### config.mk
export PLATFORM = sky130hd
export DESIGN_NAME = api_frame_deframer
export DESIGN_NICKNAME = d
export VERILOG_FILES = /design/src/design/afd_pkg.sv /design/src/design/afd_ctrl.sv /design/src/design/afd_datapath.sv /design/src/design/api_frame_deframer.sv
export VERILOG_INCLUDE_DIRS = /design/src /design/src/design
export SDC_FILE = /design/constraint.sdc
export NUM_CORES = 1
export LEC_CHECK = 0
export BUFFER_PORTS_ARGS = -buffer_cell sky130_fd_sc_hd__buf_4
export CAP_MARGIN = 20
export CELL_PAD_IN_SITES_DETAIL_PLACEMENT = 1
export CELL_PAD_IN_SITES_GLOBAL_PLACEMENT = 2
export CORE_AREA = 2 2 197 345
export DETAILED_ROUTE_END_ITERATION = 10
export DIE_AREA = 0 0 199 347
export GPL_TIMING_DRIVEN = 1
export HOLD_SLACK_MARGIN = 0.15
export PLACE_DENSITY_LB_ADDON = 0.2
export RECOVER_POWER = 50
export SETUP_SLACK_MARGIN = 0.02
export SYNTH_ARGS = -nofsm -noshare
export SYNTH_HDL_FRONTEND = slang
export SYNTH_SLANG_ARGS = --single-unit
### constraint.sdc
create_clock -name clk -period 5.2 [get_ports clk]
set_clock_uncertainty 0.15 [all_clocks]
set_input_delay 1.04 -clock clk [delete_from_list [all_inputs] [get_ports clk]]
set_output_delay 1.04 -clock clk [all_outputs]
set_load 0.05 [all_outputs]
### src/design/api_frame_deframer_defines.svh
// Assertion macros for the api_frame_deframer design.
`ifndef API_FRAME_DEFRAMER_DEFINES_SVH
`define API_FRAME_DEFRAMER_DEFINES_SVH
`ifndef SYNTHESIS
`define AFD_ASSERT_IMP(lbl, ante, cons, msg) \
    lbl: assert property (@(posedge clk) disable iff (!rst_n) (ante) |-> (cons)) \
        else $error(msg);
`define AFD_ASSERT_NXT(lbl, ante, cons, msg) \
    lbl: assert property (@(posedge clk) disable iff (!rst_n) (ante) |=> (cons)) \
        else $error(msg);
`else
`define AFD_ASSERT_IMP(lbl, ante, cons, msg)
`define AFD_ASSERT_NXT(lbl, ante, cons, msg)
`endif
`endif

### src/design/afd_pkg.sv
// Shared types and constants for the frame deframer.
package afd_pkg;

    localparam logic [7:0]  START_BYTE    = 8'h7E;
    localparam logic [7:0]  CSUM_BASE     = 8'hFF;
    localparam logic [16:0] LEN_OVERHEAD  = 17'd4;
    localparam logic [7:0]  DROP_TYPE_RST = 8'h8B;
    localparam logic        DROP_EN_RST   = 1'b1;

    // register word index (paddr[2])
    localparam logic REG_DROP_TYPE = 1'b0;
    localparam logic REG_DROP_EN   = 1'b1;

    typedef enum logic [1:0] {
        ST_HUNT,
        ST_FRAME,
        ST_EMIT
    } afd_state_t;

    typedef struct packed {
        logic start;       // open a frame
        logic collect;     // take one in-frame byte
        logic emit_start;  // prime the read-out counter
        logic load;        // read one stored byte into the output register
    } afd_cmd_t;

    typedef struct packed {
        logic is_start;    // current byte is the start byte
        logic is_final;    // current in-frame byte is the checksum byte
        logic pass;        // frame good, fits and not filtered
        logic rd_last;     // read-out counter at the frame's last byte
        logic out_free;    // output register can take a byte
    } afd_stat_t;

endpackage

### src/design/afd_ctrl.sv
// Controller state machine: hunt, collect, emit.
module afd_ctrl (
    input  logic              clk,
    input  logic              rst_n,
    input  logic              in_valid,
    output logic              in_ready,
    input  afd_pkg::afd_stat_t stat,
    output afd_pkg::afd_cmd_t  cmd
);

    afd_pkg::afd_state_t state_reg;
    afd_pkg::afd_state_t state_next;

    always_ff @(posedge clk or negedge rst_n)
    begin
        if (!rst_n)
        begin
            state_reg <= afd_pkg::ST_HUNT;
        end
        else
        begin
            state_reg <= state_next;
        end
    end

    always_comb
    begin
        state_next     = state_reg;
        cmd            = '0;
        in_ready       = 1'b1;
        case (state_reg)
            afd_pkg::ST_HUNT:
            begin
                if (in_valid && stat.is_start)
                begin
                    cmd.start  = 1'b1;
                    state_next = afd_pkg::ST_FRAME;
                end
            end
            afd_pkg::ST_FRAME:
            begin
                if (in_valid)
                begin
                    cmd.collect = 1'b1;
                    if (stat.is_final)
                    begin
                        if (stat.pass)
                        begin
                            cmd.emit_start = 1'b1;
                            state_next     = afd_pkg::ST_EMIT;
                        end
                        else
                        begin
                            state_next = afd_pkg::ST_HUNT;
                        end
                    end
                end
            end
            afd_pkg::ST_EMIT:
            begin
                in_ready = 1'b0;
                if (stat.out_free)
                begin
                    cmd.load = 1'b1;
                    if (stat.rd_last)
                    begin
                        state_next = afd_pkg::ST_HUNT;
                    end
                end
            end
            default:
            begin
                state_next = afd_pkg::ST_HUNT;
            end
        endcase
    end

endmodule

### src/design/afd_datapath.sv
// Datapath: counters, checksum, frame store and output register.
`include "api_frame_deframer_defines.svh"

module afd_datapath #(
    parameter int MAX_FRAME = 64
) (
    input  logic               clk,
    input  logic               rst_n,
    input  logic [7:0]         rx_byte,
    input  logic [7:0]         drop_type,
    input  logic               drop_enable,
    input  logic               out_ready,
    output logic               out_valid,
    output logic [7:0]         frame_byte,
    output logic [5:0]         byte_index,
    output logic               last_byte,
    input  afd_pkg::afd_cmd_t  cmd,
    output afd_pkg::afd_stat_t stat
);

    localparam int AW = $clog2(MAX_FRAME);
    localparam int CW = $clog2(MAX_FRAME + 1);
    localparam logic [16:0] MAX_LEN = 17'(MAX_FRAME);

    logic [7:0]    store_mem [MAX_FRAME];

    logic [16:0]   count_reg;
    logic [16:0]   count_next;
    logic [16:0]   len_reg;
    logic [7:0]    sum_reg;
    logic [7:0]    hdr_reg;
    logic [7:0]    type_reg;
    logic [CW-1:0] rd_cnt_reg;
    logic [CW-1:0] emit_len_reg;
    logic          out_valid_reg;
    logic [7:0]    frame_byte_reg;
    logic [5:0]    byte_index_reg;
    logic          last_byte_reg;

    logic          wr_en;
    logic [AW-1:0] wr_addr;
    logic [7:0]    wr_data;
    logic [7:0]    type_sel;
    logic          good;
    logic          fits;
    logic          dropped;

    assign count_next = count_reg + 17'd1;

    always_comb
    begin
        wr_en   = 1'b0;
        wr_addr = '0;
        wr_data = afd_pkg::START_BYTE;
        if (cmd.start)
        begin
            wr_en = 1'b1;
        end
        else if (cmd.collect && (count_next < MAX_LEN))
        begin
            wr_en   = 1'b1;
            wr_addr = count_next[AW-1:0];
            wr_data = rx_byte;
        end
    end

    // zero-length frame: the type byte is the checksum byte itself
    assign type_sel = (count_next == 17'd3) ? rx_byte : type_reg;
    assign good     = (afd_pkg::CSUM_BASE - sum_reg) == rx_byte;
    assign fits     = len_reg <= MAX_LEN;
    assign dropped  = drop_enable && (type_sel == drop_type);

    assign stat.is_start = rx_byte == afd_pkg::START_BYTE;
    assign stat.is_final = (count_next >= 17'd3) && (count_next == len_reg - 17'd1);
    assign stat.pass     = good && fits && !dropped;
    assign stat.rd_last  = rd_cnt_reg == emit_len_reg - CW'(1);
    assign stat.out_free = !out_valid_reg || out_ready;

    always_ff @(posedge clk)
    begin
        if (wr_en)
        begin
            store_mem[wr_addr] <= wr_data;
        end
        if (cmd.load)
        begin
            frame_byte_reg <= store_mem[rd_cnt_reg[AW-1:0]];
            byte_index_reg <= 6'(rd_cnt_reg);
            last_byte_reg  <= stat.rd_last;
        end
    end

    always_ff @(posedge clk or negedge rst_n)
    begin
        if (!rst_n)
        begin
            count_reg     <= '0;
            len_reg       <= '0;
            sum_reg       <= '0;
            hdr_reg       <= '0;
            type_reg      <= '0;
            rd_cnt_reg    <= '0;
            emit_len_reg  <= '0;
            out_valid_reg <= 1'b0;
        end
        else
        begin
            if (cmd.start)
            begin
                count_reg <= '0;
                sum_reg   <= '0;
            end
            else if (cmd.collect)
            begin
                count_reg <= count_next;
                if (count_next == 17'd1)
                begin
                    hdr_reg <= rx_byte;
                end
                if (count_next == 17'd2)
                begin
                    len_reg <= {1'b0, hdr_reg, rx_byte} + afd_pkg::LEN_OVERHEAD;
                end
                if (count_next == 17'd3)
                begin
                    type_reg <= rx_byte;
                end
                if ((count_next >= 17'd3) && !stat.is_final)
                begin
                    sum_reg <= sum_reg + rx_byte;
                end
            end
            if (cmd.emit_start)
            begin
                rd_cnt_reg   <= '0;
                emit_len_reg <= len_reg[CW-1:0];
            end
            else if (cmd.load)
            begin
                rd_cnt_reg <= rd_cnt_reg + CW'(1);
            end
            if (cmd.load)
            begin
                out_valid_reg <= 1'b1;
            end
            else if (out_ready)
            begin
                out_valid_reg <= 1'b0;
            end
        end
    end

    assign out_valid  = out_valid_reg;
    assign frame_byte = frame_byte_reg;
    assign byte_index = byte_index_reg;
    assign last_byte  = last_byte_reg;

    `AFD_ASSERT_IMP(a_emit_len_ok, cmd.emit_start, (len_reg <= MAX_LEN) && (len_reg >= 17'd4), "emitted frame length out of range")
    `AFD_ASSERT_IMP(a_no_write_in_emit, cmd.load, !wr_en, "frame store written during read-out")
    `AFD_ASSERT_NXT(a_last_flag, cmd.load && stat.rd_last, last_byte_reg && out_valid_reg, "final read-out byte not flagged last")

endmodule

### src/design/api_frame_deframer.sv
// Top level of the start/length/checksum frame deframer with APB register port.
// Input: one rx byte per cycle while collecting.
// A passing frame of N bytes is read out one byte per cycle unless out_ready stalls;
// after the checksum byte the controller enters read-out, then loads the first byte.
// No input request is taken during read-out: the controller holds in_ready low there.
// Reset: hunting for the start byte, drop_type 0x8B, drop_enable 1, output empty;
// the frame store is not cleared (every byte read is written in the same frame).
module api_frame_deframer #(
    parameter int MAX_FRAME = 64
) (
    input  logic        clk,
    input  logic        rst_n,
    // byte input channel
    input  logic        in_valid,
    output logic        in_ready,
    input  logic [7:0]  rx_byte,
    // frame byte output channel
    output logic        out_valid,
    input  logic        out_ready,
    output logic [7:0]  frame_byte,
    output logic [5:0]  byte_index,
    output logic        last_byte,
    // APB register port
    input  logic        psel,
    input  logic        penable,
    input  logic        pwrite,
    input  logic [2:0]  paddr,
    input  logic [31:0] pwdata,
    output logic [31:0] prdata,
    output logic        pready
);

    logic [7:0] drop_type_reg;
    logic       drop_en_reg;
    logic       cfg_wr;

    afd_pkg::afd_cmd_t  cmd;
    afd_pkg::afd_stat_t stat;

    // Registers: word 0 drop_type, word 1 drop_enable. Decoded on paddr[2]
    // only; byte offsets within a word are ignored.
    assign pready = 1'b1;
    assign cfg_wr = psel && penable && pwrite;

    always_ff @(posedge clk or negedge rst_n)
    begin
        if (!rst_n)
        begin
            drop_type_reg <= afd_pkg::DROP_TYPE_RST;
            drop_en_reg   <= afd_pkg::DROP_EN_RST;
        end
        else if (cfg_wr)
        begin
            case (paddr[2])
                afd_pkg::REG_DROP_TYPE: drop_type_reg <= pwdata[7:0];
                afd_pkg::REG_DROP_EN:   drop_en_reg   <= pwdata[0];
                default:                ;
            endcase
        end
    end

    always_comb
    begin
        case (paddr[2])
            afd_pkg::REG_DROP_TYPE: prdata = {24'd0, drop_type_reg};
            afd_pkg::REG_DROP_EN:   prdata = {31'd0, drop_en_reg};
            default:                prdata = '0;
        endcase
    end

    // Controller steers hunt / collect / read-out; the datapath holds the
    // counters, running sum, frame store and the output register.
    afd_ctrl u_ctrl (
        .clk      (clk),
        .rst_n    (rst_n),
        .in_valid (in_valid),
        .in_ready (in_ready),
        .stat     (stat),
        .cmd      (cmd)
    );

    afd_datapath #(
        .MAX_FRAME (MAX_FRAME)
    ) u_datapath (
        .clk         (clk),
        .rst_n       (rst_n),
        .rx_byte     (rx_byte),
        .drop_type   (drop_type_reg),
        .drop_enable (drop_en_reg),
        .out_ready   (out_ready),
        .out_valid   (out_valid),
        .frame_byte  (frame_byte),
        .byte_index  (byte_index),
        .last_byte   (last_byte),
        .cmd         (cmd),
        .stat        (stat)
    );

endmodule
==> impl_results.md <==
- Synth top area cells: edfxtp_1 60%, mux4_2 14%, dfrtp_1 7.5%
- Final Wtd Congestion: 0.789
- Clock Path Buffers: 3
- Min-Delay Path Depth: 1
- Fmax: 213 MHz
- Final WL: 67.4 mm
- RSZ-0062 raised after global routing: false
- Hold Crit Class: flip-flop to flip-flop
- Share of the yosys chip area belonging to registers: 68.2%
- Number of flops mapped to enable cells by yosys: 527
- Critical Setup Path Class: flip-flop to flip-flop
- IO buf count: 48
- Most frequent cells after synthesis: 527 x edfxtp_1, 168 x mux4_2, 89 x nor2_1
- Global route total overflow: 0
- Vias in the first global route: 15200
- ANT nets after route: 0
- DR WL/cell: approximately 26 um
- Layout cell share with drive strength beyond 1: between 20% and 30%
- Final Critical Period: 4.70 ns
- Area leader, netlist: edfxtp_1
- CP required: 5.37 ns
- Setup TNS: 0 ns
- Post-CTS Setup Inserts: 0
- Main flop type after synthesis: edfxtp_1
- #FFs+latches synth: about 610
- Worst slew margin: -92.6%
- Worst r2r path cells: 11
- DRC: 0
- Clock Pin Slew Worst Setup and Hold Paths: about 0.07 ns
- # diodes: 0
- Max reg flops: 512
- Final hold vios: 0
- H-tree depth: 2
- Root Buffer: clkbuf_16
- Inserted Clock Buffers: 55
- Row Count: 125
- Max cap viols: 3
- Hold path startpoint: u_datapath.sum_reg[4]
- Die Width: 199 um
- Flop2flop setup slack: around 0.5 ns
- Post-CTS Hold Buffers: 0
- Distinct cells, synth: 69
- Via count: 13800
- Worst VDD drop: around 300 uV
- Leakage: 9.80 nW
- Post-Route Utilization: 44.9%
- Setup Viol. Count Final: 0
- Failing checks: max-capacitance violations, max-slew violations
- TritonCTS clock tree: done
- Asr flop ratio synth: 13.7%
- Total core area: 0.0662 mm^2
- Cts repair resizes: 0
- Initial antenna violation count: 0
- DRT Pass-1 Iters: 5
- Syn_area_per_cell: 17.6 um^2
- Nets@finish: 1688
- Slew Limit Fails: between 100 and 150
- Share of the synthesized area in the top cell type: 60.2%
- Initial Utilization: 39.7%
- Crit share post-route: between 90 and 100%
- Synth warn: 0
- Worst-Margin Slew: 2.89 ns
- Synthesized instance count: 1494
- Vias per cell: between 5 and 6
- HPWL after DPL: 47.0 mm
- Die H: around 350 um
- Mapped Area: 0.0263 mm^2
- Reg2reg start: u_datapath.count_reg[1]
- First-pass GRT wire length: 102 mm
- Pwr/cell area: 413 mW/mm^2
- Clock insertion delay at the later pin of the skew report: 0.63 ns
- I/O pin cnt: 100
- Die area: 0.0691 mm^2
- Total GRT Usage: approximately 20%
- Initial detailed-routing violation count: 723
- Crit path DAT: 4.87 ns
- Reg2reg end: u_datapath.store_mem[15][0]
- Clock Sinks: 611
- Layout area overhead: 13.1%
- Status: finished, violations left
- Critical Path Sink Type: flip-flop
- Largest net degree at the start of global routing: ~80
- Crit Path Max Fanout: 10
- CP Launch Type: flip-flop
- WHS Endpoint: u_datapath.sum_reg[4]
- Most common cell in the synthesized netlist: edfxtp_1
[cell families after synthesis]
family | after synthesis | synth area share, %
flops | 611 | 68.2
buf+inv | 122 | 2.16
compound gates | 130 | 3.35
xor+xnor | 89 | 3.07
other cells | 2 | 0.0286
fa+ha+maj | 16 | 0.790
mux | 199 | 15.7
simple gates | 325 | 6.67
[how the worst max path moves through the flow]
| stage | start | end | cells past startpoint |
|---|---|---|---|
| final | u_datapath.count_reg[1] | u_datapath.store_mem[15][0] | 11 |
| after global routing | u_datapath.count_reg[1] | u_datapath.store_mem[0][0] | 11 |
| after CTS | u_datapath.count_reg[1] | u_datapath.store_mem[9][5] | 10 |
| after detailed placement | u_datapath.count_reg[1] | u_datapath.store_mem[9][1] | 11 |
| after global placement | u_datapath.count_reg[1] | u_datapath.store_mem[10][5] | 11 |
| after floorplan | u_datapath.count_reg[1] | u_datapath.store_mem[0][0] | 9 |
[per-stage QoR]
stage / total power [mW] / setup slack (ns) / cells / hold WS [ns] / instance area, um^2
global placement: 8.34 / 0.708 / 2454 / 0.337 / 28200
global route: 12.8 / 0.219 / 2556 / 0.385 / 29700
detailed placement: 8.43 / 0.690 / 2454 / 0.356 / 28200
finish: 12.3 / 0.498 / 2556 / 0.371 / 29700
floorplan: 7.60 / 0.649 / 1517 / 0.273 / 26400
CTS: 12.5 / 0.631 / 2556 / 0.290 / 30000
[cell type report]
cell class / count / area [um^2]
repair buffers: 149 / 977
flip-flops and latches: 611 / 17900
fillers: 6328 / 36400
clock buffers: 62 / 1420
well taps: 889 / 1110
multi-input cells: 784 / 7870
clock inverters: 40 / 338
inverters: 21 / 78.8
[worst max-delay path: stages, from the launching register on]
cell,delay (ns)
dfrtp_1,0.52
ha_1,0.48
nand3_1,0.17
clkbuf_1,0.26
nor4_4,0.57
mux2i_1,0.26
buf_4,0.18
and2_0,0.26
nand3_2,0.19
or4b_2,0.87
nor2_1,0.24
buf_4,0.22
[cell usage in the layout (no fill, tap or decap), types with 6 or more instances in the layout]
| cell type | instances |
|---|---|
| inv_6 | 8 |
| edfxtp_1 | 527 |
| mux4_2 | 168 |
| xor2_1 | 29 |
| nor2_1 | 88 |
| a31o_2 | 7 |
| and3_1 | 12 |
| conb_1 | 25 |
| o31ai_1 | 9 |
| a21oi_1 | 15 |
| clkinv_1 | 11 |
| nand3_1 | 32 |
| nor2b_1 | 8 |
| a31oi_1 | 10 |
| clkbuf_16 | 56 |
| nand2_1 | 55 |
| nand4_1 | 18 |
| buf_4 | 92 |
| nor3_1 | 35 |
| inv_1 | 21 |
| ha_1 | 15 |
| clkbuf_1 | 55 |
| mux2_2 | 27 |
| xnor2_1 | 58 |
| or4_1 | 7 |
| o21ai_0 | 51 |
| clkinv_2 | 13 |
| nand3b_1 | 6 |
| nand2b_2 | 6 |
| dfrtp_1 | 78 |
| nor4_1 | 12 |
| a21o_1 | 11 |
[routing by layer]
metal  wire length [um]  track usage (%)
met5                  0                0
met4               1690             5.47
met3               2100             2.32
met2              39800             40.5
met1              23800             22.2
[power by group]
group / internal (mW) / switching, mW / leakage (nW)
clock network: 2.19 / 1.85 / 0.873
logic: 0.779 / 1.42 / 3.19
registers: 5.79 / 0.269 / 5.74
(Power assumes the default switching activity.)
